### src/assert_macros.svh
// assertion macros shared by the dma engine modules
// expects clk and rst_n in the scope of the module that uses them
`ifndef ASSERT_MACROS_SVH
`define ASSERT_MACROS_SVH

// condition must hold at every edge out of reset
`define VBD_ASSERT(name, expr, msg) \
    name: assert property (@(posedge clk) disable iff (!rst_n) (expr)) else $error(msg);

// consequence must hold in the cycle after the antecedent
`define VBD_ASSERT_NEXT(name, ante, cons, msg) \
    name: assert property (@(posedge clk) disable iff (!rst_n) (ante) |=> (cons)) else $error(msg);

`endif

### src/vbd_pkg.sv
// types and constants of the video ram block dma engine
// used by vbd_core and vram_block_dma_engine; no dependencies
package vbd_pkg;

    // func codes
    localparam logic [1:0] FUNC_WRITE = 2'd0;
    localparam logic [1:0] FUNC_READ  = 2'd1;
    localparam logic [1:0] FUNC_TICK  = 2'd2;

    // register select codes
    localparam logic [2:0] SEL_SRC_HI = 3'd0;
    localparam logic [2:0] SEL_SRC_LO = 3'd1;
    localparam logic [2:0] SEL_DST_HI = 3'd2;
    localparam logic [2:0] SEL_DST_LO = 3'd3;
    localparam logic [2:0] SEL_CTRL   = 3'd4;

    localparam int NUM_ADDR_REGS = 4;

    localparam logic [15:0] SRC_MASK    = 16'hFFF0;
    localparam logic [12:0] DST_MASK    = 13'h1FF0;
    localparam logic [7:0]  MODE_BIT    = 8'h80;
    localparam logic [7:0]  CTRL_RESET  = 8'hFF;
    localparam logic [7:0]  MAX_BLOCKS  = 8'd128;
    localparam logic [7:0]  BYTE_ONES   = 8'hFF;

    typedef struct packed {
        logic [1:0] func;
        logic [2:0] reg_sel;
        logic [7:0] wr_data;
        logic       double_speed;
        logic       vram_bank;
    } item_t;

    typedef struct packed {
        logic [7:0]  rd_data;
        logic        xfer_valid;
        logic [15:0] xfer_src;
        logic [12:0] xfer_dst;
        logic [7:0]  xfer_blocks;
        logic        xfer_bank;
        logic [11:0] stall_cycles;
        logic        hblank_moved;
    } result_t;

endpackage

### src/vbd_core.sv
// register file, latched addresses and block counter of the dma engine
// works out one result per step; depends on vbd_pkg and assert_macros.svh
`include "assert_macros.svh"

module vbd_core (
    input  logic            clk,
    input  logic            rst_n,
    input  logic            step,
    input  vbd_pkg::item_t  item,
    input  logic            color_mode,
    output vbd_pkg::result_t result
);
    import vbd_pkg::*;

    logic [7:0]  addr_regs_reg  [NUM_ADDR_REGS];
    logic [7:0]  addr_regs_next [NUM_ADDR_REGS];
    logic [7:0]  control_reg, control_next;
    logic [7:0]  blocks_left_reg, blocks_left_next;
    logic [15:0] cur_src_reg, cur_src_next;
    logic [12:0] cur_dst_reg, cur_dst_next;
    logic        hblank_mode_reg, hblank_mode_next;

    logic [15:0] src_lat;
    logic [12:0] dst_lat;
    logic [7:0]  blocks;
    logic [15:0] src_adv;
    logic [12:0] dst_adv;
    logic [15:0] src_tick;
    logic [12:0] dst_tick;
    logic [7:0]  bl_dec;

    assign src_lat  = {addr_regs_reg[0], addr_regs_reg[1]} & SRC_MASK;
    assign dst_lat  = {addr_regs_reg[2][4:0], addr_regs_reg[3]} & DST_MASK;
    assign blocks   = {1'b0, item.wr_data[6:0]} + 8'd1;
    assign src_adv  = src_lat + {4'b0, blocks, 4'b0};
    assign dst_adv  = dst_lat + {1'b0, blocks, 4'b0};
    assign src_tick = cur_src_reg + 16'd16;
    assign dst_tick = cur_dst_reg + 13'd16;
    assign bl_dec   = blocks_left_reg - 8'd1;

    always_comb
    begin
        addr_regs_next   = addr_regs_reg;
        control_next     = control_reg;
        blocks_left_next = blocks_left_reg;
        cur_src_next     = cur_src_reg;
        cur_dst_next     = cur_dst_reg;
        hblank_mode_next = hblank_mode_reg;
        result           = '0;

        case (item.func)
            FUNC_WRITE:
            begin
                case (item.reg_sel)
                    SEL_SRC_HI, SEL_SRC_LO, SEL_DST_HI, SEL_DST_LO:
                    begin
                        addr_regs_next[item.reg_sel[1:0]] = item.wr_data;
                    end
                    SEL_CTRL:
                    begin
                        if (!color_mode)
                        begin
                            control_next = item.wr_data;
                        end
                        else if (blocks_left_reg != 8'd0)
                        begin
                            // cancel a pending transfer, a set mode bit is ignored
                            if ((item.wr_data & MODE_BIT) == 8'd0)
                            begin
                                control_next     = control_reg | MODE_BIT;
                                blocks_left_next = 8'd0;
                                hblank_mode_next = 1'b0;
                            end
                        end
                        else if ((item.wr_data & MODE_BIT) == 8'd0)
                        begin
                            // general burst: whole length at once
                            result.xfer_valid   = 1'b1;
                            result.xfer_src     = src_lat;
                            result.xfer_dst     = dst_lat;
                            result.xfer_blocks  = blocks;
                            result.xfer_bank    = item.vram_bank;
                            result.stall_cycles = item.double_speed ? {blocks, 4'b0}
                                                                    : {1'b0, blocks, 3'b0};
                            cur_src_next      = src_adv;
                            cur_dst_next      = dst_adv;
                            addr_regs_next[0] = src_adv[15:8];
                            addr_regs_next[1] = src_adv[7:0];
                            addr_regs_next[2] = {3'b0, dst_adv[12:8]};
                            addr_regs_next[3] = dst_adv[7:0];
                            blocks_left_next  = 8'd0;
                            hblank_mode_next  = 1'b0;
                            control_next      = CTRL_RESET;
                        end
                        else
                        begin
                            cur_src_next     = src_lat;
                            cur_dst_next     = dst_lat;
                            blocks_left_next = blocks;
                            hblank_mode_next = 1'b1;
                            control_next     = {1'b0, item.wr_data[6:0]};
                        end
                    end
                    default:
                    begin
                    end
                endcase
            end
            FUNC_READ:
            begin
                case (item.reg_sel)
                    SEL_SRC_HI, SEL_SRC_LO, SEL_DST_HI, SEL_DST_LO:
                    begin
                        result.rd_data = addr_regs_reg[item.reg_sel[1:0]];
                    end
                    SEL_CTRL:
                    begin
                        result.rd_data = control_reg;
                    end
                    default:
                    begin
                        result.rd_data = BYTE_ONES;
                    end
                endcase
            end
            FUNC_TICK:
            begin
                if (blocks_left_reg != 8'd0)
                begin
                    result.xfer_valid   = 1'b1;
                    result.xfer_src     = cur_src_reg;
                    result.xfer_dst     = cur_dst_reg;
                    result.xfer_blocks  = 8'd1;
                    result.xfer_bank    = item.vram_bank;
                    result.hblank_moved = 1'b1;
                    cur_src_next      = src_tick;
                    cur_dst_next      = dst_tick;
                    addr_regs_next[0] = src_tick[15:8];
                    addr_regs_next[1] = src_tick[7:0];
                    addr_regs_next[2] = {3'b0, dst_tick[12:8]};
                    addr_regs_next[3] = dst_tick[7:0];
                    blocks_left_next  = bl_dec;
                    // control shows remaining minus one, all ones when done
                    control_next      = bl_dec - 8'd1;
                    if (bl_dec == 8'd0)
                    begin
                        hblank_mode_next = 1'b0;
                    end
                end
            end
            default:
            begin
            end
        endcase
    end

    always_ff @(posedge clk or negedge rst_n)
    begin
        if (!rst_n)
        begin
            for (int i = 0; i < NUM_ADDR_REGS; i++)
            begin
                addr_regs_reg[i] <= 8'd0;
            end
            control_reg     <= CTRL_RESET;
            blocks_left_reg <= 8'd0;
            cur_src_reg     <= 16'd0;
            cur_dst_reg     <= 13'd0;
            hblank_mode_reg <= 1'b0;
        end
        else if (step)
        begin
            addr_regs_reg   <= addr_regs_next;
            control_reg     <= control_next;
            blocks_left_reg <= blocks_left_next;
            cur_src_reg     <= cur_src_next;
            cur_dst_reg     <= cur_dst_next;
            hblank_mode_reg <= hblank_mode_next;
        end
    end

    `VBD_ASSERT(a_mode_tracks_count, hblank_mode_reg == (blocks_left_reg != 8'd0), "hblank mode out of step with block count")
    `VBD_ASSERT(a_count_bound, blocks_left_reg <= MAX_BLOCKS, "block count above limit")
    `VBD_ASSERT_NEXT(a_tick_decrements, step && item.func == FUNC_TICK && blocks_left_reg != 8'd0, blocks_left_reg == $past(blocks_left_reg) - 8'd1, "tick did not consume a block")

endmodule

### src/vram_block_dma_engine.sv
// a result is offered once its item has passed the input stage and result register,
// later while the result register waits for out_ready; input stage and result register
// run as a pipeline at one item per cycle unless out_ready holds the result register
// the result register holds a result while the next item waits in the input stage
// reset: address bytes and counters clear, control reads 0xFF, engine enabled
// configuration writes are taken in any cycle
`include "assert_macros.svh"

module vram_block_dma_engine (
    input  logic        clk,
    input  logic        rst_n,
    input  logic        cfg_valid,
    output logic        cfg_ready,
    input  logic        cfg_data,
    input  logic        in_valid,
    output logic        in_ready,
    input  logic [1:0]  func,
    input  logic [2:0]  reg_sel,
    input  logic [7:0]  wr_data,
    input  logic        double_speed,
    input  logic        vram_bank,
    output logic        out_valid,
    input  logic        out_ready,
    output logic [7:0]  rd_data,
    output logic        xfer_valid,
    output logic [15:0] xfer_src,
    output logic [12:0] xfer_dst,
    output logic [7:0]  xfer_blocks,
    output logic        xfer_bank,
    output logic [11:0] stall_cycles,
    output logic        hblank_moved
);
    import vbd_pkg::*;

    logic    color_mode_reg;
    logic    in_vld_reg;
    item_t   item_reg;
    logic    out_vld_reg;
    result_t res_reg;
    result_t res_next;
    logic    res_free;
    logic    step;

    assign cfg_ready = 1'b1;
    assign res_free  = !out_vld_reg || out_ready;
    assign step      = in_vld_reg && res_free;
    assign in_ready  = !in_vld_reg || res_free;

    vbd_core u_core (
        .clk        (clk),
        .rst_n      (rst_n),
        .step       (step),
        .item       (item_reg),
        .color_mode (color_mode_reg),
        .result     (res_next)
    );

    always_ff @(posedge clk or negedge rst_n)
    begin
        if (!rst_n)
        begin
            color_mode_reg <= 1'b1;
            in_vld_reg     <= 1'b0;
            out_vld_reg    <= 1'b0;
        end
        else
        begin
            if (cfg_valid && cfg_ready)
            begin
                color_mode_reg <= cfg_data;
            end
            if (in_ready)
            begin
                in_vld_reg <= in_valid;
            end
            if (res_free)
            begin
                out_vld_reg <= step;
            end
        end
    end

    // payload registers
    always_ff @(posedge clk)
    begin
        if (in_valid && in_ready)
        begin
            item_reg <= '{func: func, reg_sel: reg_sel, wr_data: wr_data,
                          double_speed: double_speed, vram_bank: vram_bank};
        end
        if (step)
        begin
            res_reg <= res_next;
        end
    end

    assign out_valid    = out_vld_reg;
    assign rd_data      = res_reg.rd_data;
    assign xfer_valid   = res_reg.xfer_valid;
    assign xfer_src     = res_reg.xfer_src;
    assign xfer_dst     = res_reg.xfer_dst;
    assign xfer_blocks  = res_reg.xfer_blocks;
    assign xfer_bank    = res_reg.xfer_bank;
    assign stall_cycles = res_reg.stall_cycles;
    assign hblank_moved = res_reg.hblank_moved;

    `VBD_ASSERT(a_empty_stage_ready, !in_vld_reg |-> in_ready,
                "empty input stage refused a transfer")
    `VBD_ASSERT_NEXT(a_step_fills_result, step, out_vld_reg, "processed item left no result")
    `VBD_ASSERT_NEXT(a_stall_holds_item, in_vld_reg && !res_free,
                     in_vld_reg && $stable(item_reg),
                     "waiting item lost while result stalled")

endmodule

### config.mk
export PLATFORM = sky130hd
export DESIGN_NAME = vram_block_dma_engine
export DESIGN_NICKNAME = d
export VERILOG_FILES = /design/src/vbd_pkg.sv /design/src/vbd_core.sv /design/src/vram_block_dma_engine.sv
export VERILOG_INCLUDE_DIRS = /design/src /design/src/src
export SDC_FILE = /design/constraint.sdc
export NUM_CORES = 1
export LEC_CHECK = 0
export BUFFER_PORTS_ARGS = -buffer_cell sky130_fd_sc_hd__buf_2
export CORE_ASPECT_RATIO = 0.75
export CORE_MARGIN = 1.5
export CORE_UTILIZATION = 60
export CTS_CLUSTER_SIZE = 8
export DETAILED_ROUTE_END_ITERATION = 12
export MAX_ROUTING_LAYER = met4
export PLACE_DENSITY_LB_ADDON = 0.12
export SLEW_MARGIN = 20
export SYNTH_ARGS = -nofsm -noshare
export SYNTH_HDL_FRONTEND = slang
export SYNTH_SLANG_ARGS = --single-unit
### constraint.sdc
create_clock -name clk -period 4.8 [get_ports clk]
set_input_delay 0.96 -clock clk [delete_from_list [all_inputs] [get_ports clk]]
set_output_delay 0.96 -clock clk [all_outputs]
set_load 0.01 [all_outputs]
==> flow_metrics.env, run 1 <==
export IMPL_ctsHoldBuffers=0
export IMPL_ctsResizeCount=0
export IMPL_final_max_slew_viol_count=0
export IMPL_grt_ovfl_total=0
export IMPL_synth_fa_ha_area_share_pct=3.96
export IMPL_via_per_inst=7.10
export IMPL_outcome="finished clean"
export IMPL_setup_viol=0
export IMPL_cts_sinks=137
export IMPL_worstSetupPathType="reg -> reg"
export IMPL_synth_xor_xnor_area_share_pct=3.39
export IMPL_port_buffers=79
export IMPL_hold_viol_final=0
export IMPL_finalPower_mw=5.33
export IMPL_cts_clk_slew_worst_paths_ns=0.06
export IMPL_synth_top_cell_by_area="edfxtp_1"
export IMPL_netlist_instances=811
export IMPL_dp_slack_ns=1.38
export IMPL_dieArea_um2=14500
export IMPL_clockBufferDepth=2
export IMPL_postCtsSetupBuffers=0
export IMPL_grt_util_met3_pct=10.9
export IMPL_slowest_stage="edfxtp_1"
export IMPL_fin_nets=900
export IMPL_num_antenna_cells=0
export IMPL_synth_seq_cells=137
export IMPL_rsz0062_at_grt="no"
export IMPL_peakVddDrop_mv=0.352
export IMPL_critPathTopFamily="compound AO/OA/AOI/OAI gates"
export IMPL_initial_core_util_pct=62.5
export IMPL_grt_busiest_layer="met1"
export IMPL_muxShareOfSynthArea_pct=4.08
export IMPL_core_area_um2=13200
export IMPL_worst_slew_pin_slew_ns=1.08
export IMPL_syn_area_per_cell_um2=10.2
export IMPL_clkPwrFrac_pct=23.4
export IMPL_p_leak_nw=3.83
export IMPL_p_sw_share_pct=41.0
export IMPL_hold_class="reg -> reg"
export IMPL_synth_edff_count=65
export IMPL_die_width_um=139
export IMPL_fmax_mhz=284
export IMPL_seq_area_frac_synth_pct=45.5
export IMPL_holdWs_ns=0.489
export IMPL_dpl_hpwl_mm=18.0
export IMPL_grt_max_degree=48
export IMPL_place_congestion=0.972
export IMPL_grt_pass1_wl_mm=39.9
export IMPL_n_fill_cell=1003
export IMPL_htreeDepth=4
export IMPL_insertion_delay_ns=0.44
export IMPL_cts_root_buf="clkbuf_16"
export IMPL_synth_top_family_by_area="compound AO/OA/AOI/OAI gates"
export IMPL_finish_utilization_pct=69.8
export IMPL_placed_area_um2=8690
export IMPL_seqPwrFrac_pct=38.6
export IMPL_power_density_nw_per_um2=576
export IMPL_grt_use_met1_pct=52.7
export IMPL_crit_chain="ha_1 -> and3_1 -> xnor2_1 -> inv_1 -> ha_1 -> a21o_1 -> a221oi_1 -> xnor2_1 -> a221oi_1 -> o31ai_1"
export IMPL_intPower_mw=3.15
export IMPL_layout_min_cycle_time_ns=3.52
export IMPL_synth_simple_area_share_pct=14.9
export IMPL_netlist_top_cells_area="edfxtp_1 24%, dfrtp_1 19%, ha_1 3.5%"
export IMPL_dp_cells=1006
export IMPL_worstPathRequired_ns=5.10
export IMPL_skew_ns=0.00751
export IMPL_firstDrtPassIters=8
export IMPL_area_growth_synth_to_final_pct=11.7
export IMPL_globalRouteTotalUtil_pct=37.3
export IMPL_die_h_um=105
export IMPL_wirelength_mm=25.5
export IMPL_ys_flop_type="edfxtp_1"
export IMPL_wl_per_cell_um=24.6
export IMPL_p_comb_share_pct=38.0
export IMPL_cts_inserted_buffers=17
export IMPL_p_switching_mw=2.18
export IMPL_fin_area_um2=9240
export IMPL_ant_nets=0
export IMPL_tns_ns=0
export IMPL_cts_tree="built"
export IMPL_drc_errors=0
export IMPL_yosys_warnings=0
export IMPL_path_buf_inv=1
export IMPL_async_flop_share_pct=52.6
export IMPL_rows=36
export IMPL_synth_cell_types=81
export IMPL_gr_usage_met2_pct=50.7
export IMPL_setup_slack_ns=1.28
export IMPL_netlist_area_um2=8280
export IMPL_startpoint_type="flip-flop"
export IMPL_cp_slowest_stage_delay_ns=0.59
export IMPL_drt_iter0_drc=1040
export IMPL_arrival_ns=3.82
export IMPL_stdcell_count=1038
export IMPL_ios=84
export IMPL_vias=7368
export IMPL_fin_crit_sh_pct=73.4
export IMPL_maxCapViolations=0
export IMPL_cp_end_kind="flip-flop"
export IMPL_largest_register_ffs=32
export IMPL_yosys_area_top_type_share_pct=23.6
export IMPL_synth_compound_area_share_pct=23.0
export IMPL_grt_pass1_vias=6946
export IMPL_drive_gt1_share_pct=19.3
export IMPL_maxSlewHeadroom_pct=27.7
export IMPL_antenna_found_initial=0
export IMPL_cp_max_fo=12
-- synthesized netlist by cell type (11+ instances only) --
library cell,instances
edfxtp_1,65
nor2_1,65
dfrtp_1,63
nand2_1,45
clkbuf_1,42
a21oi_1,40
o21ai_0,36
a22o_1,31
nand3_1,25
nor3_1,25
inv_1,24
ha_1,23
a31oi_1,18
xnor2_1,17
xor2_1,15
a21o_1,14
buf_4,14
a211oi_1,13
a221oi_1,11
o31ai_1,11
or3_1,11
-- power groups by stage --
| stage | clock (mW) | sequential, mW | combinational, mW |
|---|---|---|---|
| global placement | 0 | 2.03 | 1.94 |
| finish | 1.24 | 2.06 | 2.03 |
| detailed placement | 0 | 2.05 | 1.96 |
| global route | 1.30 | 2.09 | 2.21 |
| CTS | 1.24 | 2.03 | 1.98 |
| floorplan | 0 | 1.85 | 1.54 |
-- cell families after synthesis --
logic type / after synthesis
adders and majority gates: 25
muxes: 23
xor gates and xnor gates: 32
AOI/OAI and AO/OA: 258
other: 2
buffers and inverters: 95
and+or+nand+nor: 239
DFF: 137
-- worst register-to-register path: stages, from the launching register on --
cell and delay [ns]:
edfxtp_1 0.59, ha_1 0.29, and3_1 0.20, xnor2_1 0.23
inv_1 0.19, ha_1 0.44, a21o_1 0.23, a221oi_1 0.39
xnor2_1 0.19, a221oi_1 0.52, o31ai_1 0.13
-- layer usage --
layer	up-vias	wire length (µm)	part of all wire [%]
met1	3583	10500	41
met2	510	10800	42
met5	-	0	0
li1	3192	-	-
met4	0	935	3.7
met3	83	3290	13
-- final cells by class --
type	count	area, µm²	share of cell area [%]
Clock buffer	21	450	4.87
Clock inverter	11	100	1.08
Inverter	24	90.1	0.975
Multi-Input combinational cell	582	4130	44.7
Sequential cell	137	3760	40.7
Tap cell	171	214	2.31
Timing Repair Buffer	92	493	5.33
-- path summary, 6_finish.rpt --
kind / endpoint / slack (ns) / startpoint / depth (start not counted)
min in group asynchronous: u_core.addr_regs_reg[24]$_DFFE_PN0P_ / 0.60 / rst_n / 1
worst min register to register: u_core.addr_regs_reg[14]$_DFFE_PN0P_ / 0.49 / u_core.addr_regs_reg[14]$_DFFE_PN0P_ / 1
worst max-delay path: u_core.addr_regs_reg[10]$_DFFE_PN0P_ / 1.28 / item_reg[2]$_DFFE_PP_ / 10
max in group asynchronous: u_core.addr_regs_reg[9]$_DFFE_PN0P_ / 3.30 / rst_n / 2
worst max register to register: u_core.addr_regs_reg[10]$_DFFE_PN0P_ / 1.28 / item_reg[2]$_DFFE_PP_ / 10
worst min-delay path: u_core.addr_regs_reg[14]$_DFFE_PN0P_ / 0.49 / u_core.addr_regs_reg[14]$_DFFE_PN0P_ / 1
-- cell usage in the layout (no fill, tap or decap), types with 24 or more instances in the layout --
master,n
nand2_1,45
a21oi_1,40
a22o_1,31
buf_2,79
dfrtp_1,63
nand3_1,25
inv_1,24
nor3_1,25
nor2_1,64
edfxtp_1,65
o21ai_0,36
Power figures use the tool's default switching activity.
==> inputs of run 2 (changes only) <==
--- a/config.mk
+++ b/config.mk
@@ -6,6 +6,7 @@
 export SDC_FILE = /design/constraint.sdc
 export NUM_CORES = 1
 export LEC_CHECK = 0
+export ABC_AREA = 1
 export BUFFER_PORTS_ARGS = -buffer_cell sky130_fd_sc_hd__buf_2
 export CORE_ASPECT_RATIO = 0.75
 export CORE_MARGIN = 1.5
==> constraint.sdc (replaced) <==
create_clock -name clk -period 3.3 [get_ports clk]
set_input_delay 0.66 -clock clk [delete_from_list [all_inputs] [get_ports clk]]
set_output_delay 0.66 -clock clk [all_outputs]
set_load 0.01 [all_outputs]
==> flow_metrics.env, run 2 <==
export IMPL_outcome="complete, but fails checks"
export IMPL_violations="DRC"
export IMPL_synth_edff_count=65
export IMPL_synth_simple_area_share_pct=25.6
export IMPL_firstDrtPassIters=11
export IMPL_via_per_inst=6.00
export IMPL_initial_core_util_pct=61.4
export IMPL_synth_seq_cells=137
export IMPL_cts_inserted_buffers=17
export IMPL_p_comb_share_pct=37.9
export IMPL_rsz0062_at_grt="no"
export IMPL_place_congestion=1.03
export IMPL_peakVddDrop_mv=0.532
export IMPL_ios=84
export IMPL_grt_pass1_wl_mm=39.8
export IMPL_ctsHoldBuffers=0
export IMPL_htreeDepth=4
export IMPL_cts_root_buf="clkbuf_16"
export IMPL_worstPathRequired_ns=3.62
export IMPL_num_antenna_cells=0
export IMPL_netlist_top_cells_area="edfxtp_1 23%, dfrtp_1 19%, nand2_1 12%"
export IMPL_synth_top_family_by_area="simple AND/OR/NAND/NOR gates"
export IMPL_finish_utilization_pct=69.4
export IMPL_multi_input_area_um2=3860
export IMPL_dpl_hpwl_mm=17.6
export IMPL_cts_clk_slew_worst_paths_ns=0.06
export IMPL_dieArea_um2=14700
export IMPL_worst_slew_pin_slew_ns=0.990
export IMPL_worstSetupPathType="reg -> reg"
export IMPL_grt_ovfl_total=0
export IMPL_ff2ff_setup_slack_ns=0.36
export IMPL_skew_ns=0.00882
export IMPL_final_common_cell="nand2_1"
export IMPL_synth_fa_ha_area_share_pct=3.91
export IMPL_regArea_um2=3760
export IMPL_cts_tree="built"
export IMPL_rows=37
export IMPL_cp_end_kind="flip-flop"
export IMPL_wl_per_cell_um=19.0
export IMPL_p_switching_mw=3.27
export IMPL_drc_errors=10
export IMPL_largest_register_ffs=32
export IMPL_maxCapViolations=0
export IMPL_maxSlewHeadroom_pct=34.0
export IMPL_fin_crit_sh_pct=89.0
export IMPL_tns_ns=0
export IMPL_synth_xor_xnor_area_share_pct=1.46
export IMPL_ant_nets=0
export IMPL_startpoint_type="flip-flop"
export IMPL_die_width_um=139
export IMPL_ctsResizeCount=0
export IMPL_grt_max_degree=73
export IMPL_layout_min_cycle_time_ns=2.94
export IMPL_p_sw_share_pct=40.9
export IMPL_netlist_area_um2=8380
export IMPL_synth_top_cell_by_area="edfxtp_1"
export IMPL_finalPower_mw=7.99
export IMPL_die_h_um=105
export IMPL_p_leak_nw=4.55
export IMPL_setup_viol=0
export IMPL_clkPwrFrac_pct=26.8
export IMPL_fin_nets=1172
export IMPL_drt_iter0_drc=1127
export IMPL_wirelength_mm=25.0
export IMPL_async_flop_share_pct=52.6
export IMPL_dp_cells=1282
export IMPL_arrival_ns=3.26
export IMPL_yosys_area_top_type_share_pct=23.3
export IMPL_synthTopCellsByCount="272 x nand2_1, 127 x inv_1, 85 x nand3_1, 85 x nor2_1, 66 x o21ai_0"
export IMPL_netlist_instances=1058
export IMPL_ys_flop_type="edfxtp_1"
export IMPL_vias=7878
export IMPL_fmax_mhz=340
export IMPL_seqPwrFrac_pct=35.3
export IMPL_n_fill_cell=1114
export IMPL_syn_area_per_cell_um2=7.92
export IMPL_hold_viol_final=0
export IMPL_fin_area_um2=9480
export IMPL_placed_area_um2=8820
export IMPL_hold_class="in -> async"
export IMPL_globalRouteTotalUtil_pct=36.8
export IMPL_muxShareOfSynthArea_pct=0
export IMPL_grt_pass1_vias=7334
export IMPL_layout_common_cells="272 x nand2_1, 127 x inv_1, 85 x nand3_1"
export IMPL_intPower_mw=4.72
export IMPL_clockBufferDepth=2
export IMPL_postCtsSetupBuffers=0
export IMPL_yosys_warnings=0
export IMPL_port_buffers=79
export IMPL_cts_sinks=137
export IMPL_synth_cell_types=51
export IMPL_cp_max_fo=6
export IMPL_power_density_nw_per_um2=843
export IMPL_synth_compound_area_share_pct=14.7
export IMPL_drive_gt1_share_pct=14.7
export IMPL_synth_most_common_cell="nand2_1"
export IMPL_insertion_delay_ns=0.44
export IMPL_stdcell_count=1314
export IMPL_final_max_slew_viol_count=0
export IMPL_seq_area_frac_synth_pct=44.9
export IMPL_area_growth_synth_to_final_pct=13.1
export IMPL_antenna_found_initial=0
export IMPL_core_area_um2=13700
run 2: power by group through the flow:
stage / combinational [mW] / clock, mW / sequential [mW]
after global placement: 2.90 / 0 / 2.81
after global routing: 3.38 / 2.22 / 2.87
final: 3.03 / 2.14 / 2.82
after floorplan: 2.19 / 0 / 2.69
after detailed placement: 2.92 / 0 / 2.81
after CTS: 2.96 / 2.15 / 2.79
run 2: per-layer routing:
layer | track usage (%) | vias up | wire length (µm) | part of all wire, %
li1 | - | 3659 | - | -
met1 | 51.4 | 3654 | 10700 | 43
met2 | 52.8 | 494 | 10600 | 43
met3 | 8.00 | 71 | 2830 | 11
met4 | 13.8 | 0 | 740 | 3.0
met5 | - | - | 0 | 0
run 2: per-stage QoR:
step | hold slack, ns | worst slack [ns]
final | 0.383 | 0.362
after global routing | 0.382 | 0.250
after CTS | 0.387 | 0.458
after detailed placement | 0.459 | 0.482
after global placement | 0.453 | 0.423
after floorplan | 0.364 | 0.614
run 2: kinds of logic after synthesis:
logic type | after synthesis
AO/OA/AOI/OAI | 209
XOR/XNOR | 14
adder cells (fa/ha/maj) | 25
buffers and inverters | 177
flip-flops | 137
other | 2
AND/OR/NAND/NOR | 494
run 2: cell type report:
| class | count | area share (%) |
|---|---|---|
| clock buffer | 21 | 4.86 |
| inverter | 134 | 5.32 |
| clock inverter | 11 | 2.05 |
| timing repair buffer | 89 | 4.99 |
| tap | 175 | 2.31 |
| multi-input combinational | 747 | 40.8 |
| sequential | 137 | 39.7 |
run 2: final timing paths:
check                                             startpoint                                    to  cells past startpoint
max                                    item_reg[2]$_DFFE_PP_  u_core.addr_regs_reg[26]$_DFFE_PN0P_                     14
min                                                    rst_n  u_core.addr_regs_reg[27]$_DFFE_PN0P_                      1
max reg2reg                            item_reg[2]$_DFFE_PP_  u_core.addr_regs_reg[26]$_DFFE_PN0P_                     14
min reg2reg                u_core.control_reg[6]$_DFFE_PN1P_     u_core.control_reg[6]$_DFFE_PN1P_                      2
max in group asynchronous                              rst_n    u_core.cur_dst_reg[11]$_DFFE_PN0P_                      1
min in group clk                                   cfg_valid            color_mode_reg$_DFFE_PN1P_                      2
run 2: critical path, stage by stage (launching register included):
cell	delay (ns)
edfxtp_1	0.49
inv_1	0.23
o31ai_1	0.32
nand2_1	0.18
inv_1	0.23
ha_1	0.33
or2_2	0.35
nand3_1	0.12
nand2_1	0.06
nand2_1	0.08
nand3_1	0.07
o211ai_1	0.15
nand2_1	0.08
nand2_1	0.08
nand2_1	0.05
